`config.mk`:
```
export PLATFORM = sky130hd
export DESIGN_NAME = ssi_div
export DESIGN_NICKNAME = d
export VERILOG_FILES = /design/src/rtl/assert_macros.svh /design/src/rtl/ssi_pkg.sv /design/src/rtl/ssi_div.sv
export SDC_FILE = /design/constraint.sdc
export NUM_CORES = 2
export LEC_CHECK = 0
export BUFFER_PORTS_ARGS = -buffer_cell sky130_fd_sc_hd__buf_2
export CAP_MARGIN = 25
export CORE_MARGIN = 10
export CORE_UTILIZATION = 65
export CTS_CLUSTER_SIZE = 20
export DETAILED_ROUTE_END_ITERATION = 16
export GPL_TIMING_DRIVEN = 1
export PLACE_DENSITY = 0.8
export RECOVER_POWER = 50
export SLEW_MARGIN = 40
export SYNTH_ARGS = -nofsm -noshare
export SYNTH_HDL_FRONTEND = slang
export SYNTH_SLANG_ARGS = --single-unit
```
`constraint.sdc`:
```
create_clock -name clk -period 32.9 [get_ports clk]
set_input_delay 6.58 -clock clk [delete_from_list [all_inputs] [get_ports clk]]
set_output_delay 6.58 -clock clk [all_outputs]
set_load 0.03 [all_outputs]
```
`src/rtl/assert_macros.svh`:
```
// Assertion macros used by the top RTL file of the segment intersection block.
`ifndef ASSERT_MACROS_SVH
`define ASSERT_MACROS_SVH
`ifndef ASSERT_OFF
`define SSI_ASSERT(label, clock, reset_n, prop) \
    label: assert property (@(posedge clock) disable iff (!reset_n) prop) \
        else $error("assertion failed");
`define SSI_ASSERT_NEVER(label, clock, reset_n, cond) \
    label: assert property (@(posedge clock) disable iff (!reset_n) !(cond)) \
        else $error("forbidden condition seen");
`else
`define SSI_ASSERT(label, clock, reset_n, prop)
`define SSI_ASSERT_NEVER(label, clock, reset_n, cond)
`endif
`endif

```
`src/rtl/ssi_pkg.sv`:
```
// Package with the types, sizes and helper functions of the segment intersection block.
`default_nettype none
package ssi_pkg;
    localparam int COORD_BITS = 16;
    localparam int FRAC_BITS  = 16;
    localparam int OUT_BITS   = 32;
    localparam int EPS_BITS   = 32;
    localparam int D_W        = 2 * COORD_BITS + 3;
    localparam int N_W        = COORD_BITS + D_W + 2;
    localparam int S_W        = N_W + FRAC_BITS;
    localparam int Q_W        = COORD_BITS + FRAC_BITS;
    localparam int DIV_STEP   = 4;
    localparam int DIV_STAGES = (Q_W + DIV_STEP - 1) / DIV_STEP;
    localparam logic [EPS_BITS-1:0] EPS_RESET = EPS_BITS'(1);

    typedef logic signed [COORD_BITS-1:0] coord_t;

    typedef struct packed {
        coord_t a_start_x;
        coord_t a_start_y;
        coord_t a_end_x;
        coord_t a_end_y;
        coord_t b_start_x;
        coord_t b_start_y;
        coord_t b_end_x;
        coord_t b_end_y;
    } request_t;

    typedef struct packed {
        logic                       hit;
        logic signed [OUT_BITS-1:0] point_x;
        logic signed [OUT_BITS-1:0] point_y;
    } result_t;

    function automatic logic [OUT_BITS-1:0] sat_point(input logic neg,
                                                      input logic [Q_W-1:0] mag);
        logic [63:0] m;
        logic [63:0] r;
        m = 64'(mag);
        if (neg)
        begin
            if (m >= 64'h8000_0000)
                r = 64'h8000_0000;
            else
                r = 64'd0 - m;
        end
        else
        begin
            if (m > 64'h7FFF_FFFF)
                r = 64'h7FFF_FFFF;
            else
                r = m;
        end
        return r[OUT_BITS-1:0];
    endfunction
endpackage
`default_nettype wire

```
`src/rtl/ssi_div.sv`:
```
// Pipelined restoring divider, several quotient bits per stage, one item per cycle.
`default_nettype none
module ssi_div
    import ssi_pkg::*;
(
    input  wire logic           clk,
    input  wire logic           rst_n,
    input  wire logic           in_valid,
    input  wire logic [S_W-1:0] num,
    input  wire logic [D_W-1:0] den,
    output logic                out_valid,
    output logic [Q_W-1:0]      quot
);
    logic [D_W-1:0] rem_reg  [DIV_STAGES];
    logic [D_W-1:0] rem_next [DIV_STAGES];
    logic [Q_W-1:0] low_reg  [DIV_STAGES];
    logic [Q_W-1:0] low_next [DIV_STAGES];
    logic [Q_W-1:0] q_reg    [DIV_STAGES];
    logic [Q_W-1:0] q_next   [DIV_STAGES];
    logic [D_W-1:0] den_reg  [DIV_STAGES];
    logic [D_W-1:0] den_next [DIV_STAGES];
    logic [DIV_STAGES-1:0] valid_reg;

    always_comb
    begin
        logic [D_W-1:0] r;
        logic [Q_W-1:0] lo;
        logic [Q_W-1:0] q;
        logic [D_W-1:0] dd;
        logic [D_W:0]   t;
        int             g;
        for (int k = 0; k < DIV_STAGES; k++)
        begin
            if (k == 0)
            begin
                r  = num[Q_W +: D_W];
                lo = num[Q_W-1:0];
                q  = '0;
                dd = den;
            end
            else
            begin
                r  = rem_reg[k-1];
                lo = low_reg[k-1];
                q  = q_reg[k-1];
                dd = den_reg[k-1];
            end
            for (int j = 0; j < DIV_STEP; j++)
            begin
                g = k * DIV_STEP + j;
                if (g < Q_W)
                begin
                    t = {r, lo[Q_W-1-g]};
                    if (t >= {1'b0, dd})
                    begin
                        t = t - {1'b0, dd};
                        q[Q_W-1-g] = 1'b1;
                    end
                    r = t[D_W-1:0];
                end
            end
            rem_next[k] = r;
            low_next[k] = lo;
            q_next[k]   = q;
            den_next[k] = dd;
        end
    end

    always_ff @(posedge clk or negedge rst_n)
    begin
        if (!rst_n)
            valid_reg <= '0;
        else
            valid_reg <= {valid_reg[DIV_STAGES-2:0], in_valid};
    end

    always_ff @(posedge clk)
    begin
        for (int k = 0; k < DIV_STAGES; k++)
        begin
            rem_reg[k] <= rem_next[k];
            low_reg[k] <= low_next[k];
            q_reg[k]   <= q_next[k];
            den_reg[k] <= den_next[k];
        end
    end

    assign out_valid = valid_reg[DIV_STAGES-1];
    assign quot      = q_reg[DIV_STAGES-1];
endmodule
`default_nettype wire

```
# ---- Word-level counts from Yosys, hierarchy flattened
# Memory sizes are Yosys's and may differ from the RTL's.
# Cells that the tools add are included.
dict set report totals {
  reg_bits 8
  ram_bits 1072
  inputBits 107
  out_inout_bits 33
  wordCells 133
  mem_count 4
}
# name depth word_bits read_ports rd_clocked_by_memory_dff write_ports line
set memory_table {}
lappend memory_table {den_reg 8 35 7 0 8 ssi_div.sv:20} ;# logic [D_W-1:0] den_reg [DIV_STAGES];
lappend memory_table {rem_reg 8 35 7 0 8 ssi_div.sv:14} ;# logic [D_W-1:0] rem_reg [DIV_STAGES];
lappend memory_table {low_reg 8 32 7 0 8 ssi_div.sv:16} ;# logic [Q_W-1:0] low_reg [DIV_STAGES];
lappend memory_table {q_reg 8 32 8 0 8 ssi_div.sv:18} ;# logic [Q_W-1:0] q_reg [DIV_STAGES];
dict set report op_classes {
  n_addsub 32
  magnitude_cmp 32
  mux 64
}
# cell n
set ops {}
lappend ops {{36-bit by 35-bit >= comparator with 1-bit output} 32}
lappend ops {{35-bit two-way mux} 32}
lappend ops {{35-bit subtractor} 32}
lappend ops {{1-bit two-way mux} 32}

# ---- Depth between registers and ports, before layout
# An unclocked memory read counts as a cell.
dict set report depth {
  word_depth 9
  depth_mapped 62
  ltp_nobuf 56
}

# ---- Least setup slack after synthesis
# OpenSTA, ideal clock, no wires.
dict set report synth_timing {
  path_type {input -> register}
  from {input port num[31]}
  to {memory rem_reg[0][27] (netlist name)}
  t_arrival_ns 18.315
  setup_slack_ns 14.464
  cell_stages 58
  n_path_buf 6
  cell_sequence {inv_1 -> ha_1 -> inv_1 -> fa_1 -> a21oi_1 -> o211ai_1 -> a32o_1 -> a21oi_1 -> o221ai_1 -> a21oi_1 -> o211ai_1 -> nand2_1 -> inv_2 -> buf_1 -> mux2_2 -> ha_1 -> a211oi_1 -> nor2_1 -> (+22 left out) -> buf_1 -> mux2_2 -> ha_1 -> a21o_1 -> a21oi_1 -> nand2_1 -> a221o_1 -> a221o_1 -> a21oi_1 -> inv_1 -> a41oi_1 -> o31ai_1 -> a31oi_1 -> nor2b_1 -> a21bo_2 -> buf_2 -> buf_2 -> mux2_2}
}
# item line
set synth_rtl {}
lappend synth_rtl {{start: declaration} ssi_div.sv:9} ;# input wire logic [S_W-1:0] num,
lappend synth_rtl {{end: declaration} ssi_div.sv:14}

==> impl.org <==
** Yosys
- For this run, the register share of the synthesized area comes to 18.37%.
- Counting distinct cell types in the post-synthesis netlist gives 98.
- Number of flops mapped to enable cells by yosys :: 0
- Of the total synthesized cell area, the portion taken by XOR and XNOR cells is 9.375%.
- Number of standard cells after synthesis :: 10272
- Synthesis produced a netlist with a net count of 11530.
- After synthesis, the share of cell area in mux cells is 8.677%.
- Share of flip-flops with an asynchronous set or reset after synthesis :: 1.061%
- The synthesized netlist devotes 26.38% of its cell area to compound gates.
- Top flip-flop cell by instance count after synthesis :: sky130_fd_sc_hd__dfxtp_1
- Number of synthesis warnings :: 0
- Synth Area per Inst :: 8.021 um2
- The synthesized design contains 754 register bits.
- Of the total synthesized cell area, the portion taken by AND, OR, NAND and NOR gates is around 15%.
- After synthesis, the largest family of logic cells by area is compound AO/OA/AOI/OAI gates.
- Post-synthesis adder-cell area fraction :: 17.76%
- In this run the cell area of the synthesized design comes to between 80000 and 90000 um2.

** Floorplanning
- Initial Util :: between 60% and 70%
- The region available for standard cell placement spans 125700 um2.
- Standard-cell rows :: 130
- The floorplan step set the die height to 376.0 um.
- Io pins :: 140
- X dimension of the die :: 376.0 um
- Area of the die :: 141400 um2

** STA
- Timing would allow up to between 40 and 50 MHz.
- Endpoints failing setup :: 0
- The worst path uses a little over three fifths of the clock period.
- The number of hold violations in the final report is 0.
- The clock period could shrink to 20680 ps.
- Worst clock skew :: 38.27 ps
- Max-slew headroom at the worst pin :: a little over a third
- Setup TNS :: 0 ps
- At the pin with the least slew margin, the transition time is 960.2 ps.
- Unrepaired setup endpoints after global routing :: false
- Final-report max-slew violation count :: 0

** Finish
- Most common cell after layout, fill and taps aside :: sky130_fd_sc_hd__ha_1
- Share of post-route cells with drive strength above 1 :: 9.852%
- In the layout the commonest cells are sky130_fd_sc_hd__ha_1, sky130_fd_sc_hd__a21oi_1, sky130_fd_sc_hd__nand2_1.
- Fill cells :: 10469
- Layout area overhead :: 6.144%
- At the end of the flow, the number of nets in the layout was 11545.

** Worst setup path
- Worst setup path startpoint :: den[1]
- Source of the worst register-to-register timing path :: den_reg[0][1]
- The worst register-to-register path ends at rem_reg[1][4].
- Worst setup path category :: input port to register
- Worst EP required :: 33460 ps
- CP max stage cell :: sky130_fd_sc_hd__a21bo_4
- Following the worst setup path forward leads to its endpoint at rem_reg[0][3].
- By instance count, the cell type seen most on the critical path is sky130_fd_sc_hd__a21oi_1.
- Of all nets on the critical path, the largest fanout is 51.
- The worst setup path is captured at a register.
- For this run, the slowest stage of the critical path takes 530 ps.
- FF-to-FF path depth :: 52
- The worst setup path is launched from an input port.
- Worst R2R Setup Slack :: 16130 ps
- Worst EP arrival :: approximately 21000 ps

** GRT
- Overflow left after global routing :: 0
- For this run, the total global-route usage over all layers was measured as 33.28%.
- The first global-routing pass estimated 383700 um of wire.
- Vias in the first global route :: roughly 74000
- Entering global routing, the biggest net connects 59 pins.
- The number of antenna violations at the first check in global routing was 15.

** Clocking
- The number of setup buffers added after CTS is 0.
- Clock network latency to the later pin of the worst-skew pair :: 710 ps
- CTS Hold Buffers Added :: 0
- The number of gates resized after CTS was 0.
- Counting the buffers created by CTS gives 82.
- CTS HTree Levels :: 3
- The clock net in this run drives a total of 754 sinks.
- Clock input transition at the sequential cells of the worst setup and hold paths :: 60 ps
- The clock passes through at most 3 buffers.
- Root Buffer Master :: sky130_fd_sc_hd__clkbuf_16
- TritonCTS built the clock tree.

** Detailed routing
- Length of routed met3 wiring :: 14540 um
- The first detailed-routing pass took 7 iterations.
- Wire segments on met2 add up to 117500 um in the final route.
- The detail route stage leaves a number of antenna-violating nets equal to 0.
- In the final routing, the length of wire on met1 measures 94630 um.
- Top routing layer in use :: met4
- Total number of vias :: 77309
- After the first detailed-routing iteration, the DRC count stood at 5664.
- After detailed routing, the number of vias per cell comes to 6.438.
- After detailed routing, the average wire length per cell comes to 20.66 um.
- WL final :: 248000 um
- For this run, design rule violations remaining after detail routing come to 0.

** Placement
- Buffers on Ports :: around 140
- HPWL after detailed placement :: 202900 um
- Last weighted congestion value of the routability-driven placer :: 0.9986

** Flow run
- The tool flagged a number of max-cap violations equal to 0.

** Run status
- The flow ran to the end, and the final reports show no timing, DRC or antenna violations.

** Hold path
- Class of the worst hold path :: register to register
## area by class of cell
type	count	area (um2)	area share [%]
sequential	754	15130	17.30
multi-input combinational	8645	64060	73.24
clock inverter	49	609.3	0.6967
antenna	5	12.51	0.01431
timing repair buffer	170	937.1	1.072
clock buffer	101	2257	2.581
tap	1650	2064	2.361
inverter	634	2385	2.727
## how the worst min path moves through the flow
stage,start,endpoint,cells past startpoint
after detailed placement,low_reg[2][9],low_reg[3][9],0
final,q_reg[1][50],q_reg[1][82],0
after global placement,q_reg[1][31],q_reg[1][63],0
after global routing,q_reg[0][115],q_reg[1][19],0
after floorplan,low_reg[0][0],low_reg[1][0],0
after CTS,q_reg[1][50],q_reg[1][82],0
## layer usage
layer | up-vias | GRT usage, %
met1 | 35637 | 36.77
met3 | 1019 | 3.770
met4 | 0 | 25.33
li1 | 37793 | -
met2 | 2860 | 58.36
met5 | - | 0
## critical path, delay by kind of cell
| kind | cells | cell delay [ps] |
|---|---|---|
| compound gates | 28 | 7640 |
| fa+ha+maj | 4 | 1320 |
| buf+inv | 9 | 2260 |
| mux | 4 | 1600 |
| simple gates | 8 | 1730 |
## logic make-up after synthesis
kind of cell / count (synthesis)
muxes: 642
AOI/OAI and AO/OA: 3355
and+or+nand+nor: 2615
adders and majority gates: 1151
DFF: 754
xor gates and xnor gates: 882
buffers and inverters: 873
## synthesized netlist by cell type (73+ instances only)
cell / number / share of area, %
sky130_fd_sc_hd__xnor2_1: 597 / 6.3
sky130_fd_sc_hd__nor2b_1: 138 / 1.0
sky130_fd_sc_hd__xor2_1: 285 / 3.0
sky130_fd_sc_hd__a211oi_1: 95 / 0.87
sky130_fd_sc_hd__dfxtp_1: 746 / 18
sky130_fd_sc_hd__o21bai_1: 117 / 1.1
sky130_fd_sc_hd__a31oi_1: 103 / 0.78
sky130_fd_sc_hd__and3_1: 115 / 0.87
sky130_fd_sc_hd__nor3_1: 148 / 0.90
sky130_fd_sc_hd__o31ai_1: 75 / 0.68
sky130_fd_sc_hd__nand2_1: 774 / 3.5
sky130_fd_sc_hd__inv_1: 619 / 2.8
sky130_fd_sc_hd__nor2_1: 629 / 2.9
sky130_fd_sc_hd__a21oi_1: 927 / 5.6
sky130_fd_sc_hd__o21a_1: 174 / 1.6
sky130_fd_sc_hd__mux2i_1: 76 / 0.92
sky130_fd_sc_hd__clkbuf_1: 155 / 0.71
sky130_fd_sc_hd__a21o_1: 592 / 5.4
sky130_fd_sc_hd__nand3_1: 201 / 1.2
sky130_fd_sc_hd__ha_1: 1120 / 17
sky130_fd_sc_hd__nand4_1: 146 / 1.1
sky130_fd_sc_hd__and2_1: 73 / 0.55
sky130_fd_sc_hd__mux2_2: 550 / 7.5
sky130_fd_sc_hd__nand2b_1: 138 / 1.0
sky130_fd_sc_hd__o21ai_0: 703 / 4.3
## through the flow
step                      utilization, %  hold WS (ps)  instance area (um2)  instances  setup slack, ps
after floorplan                        -         309.6                82400      10272            14460
after global placement             67.24         309.7                84540      11852            11460
after detailed placement           67.24         312.1                84540      11852            11250
after CTS                          69.52         310.7                87410      12002            11880
after global routing               69.55         322.6                87450      12003            11400
final                              69.56         308.6                87460      12008            12220
Power is not shown: default switching activity piles up to over one toggle a cycle in this logic, so the estimate is an artifact.
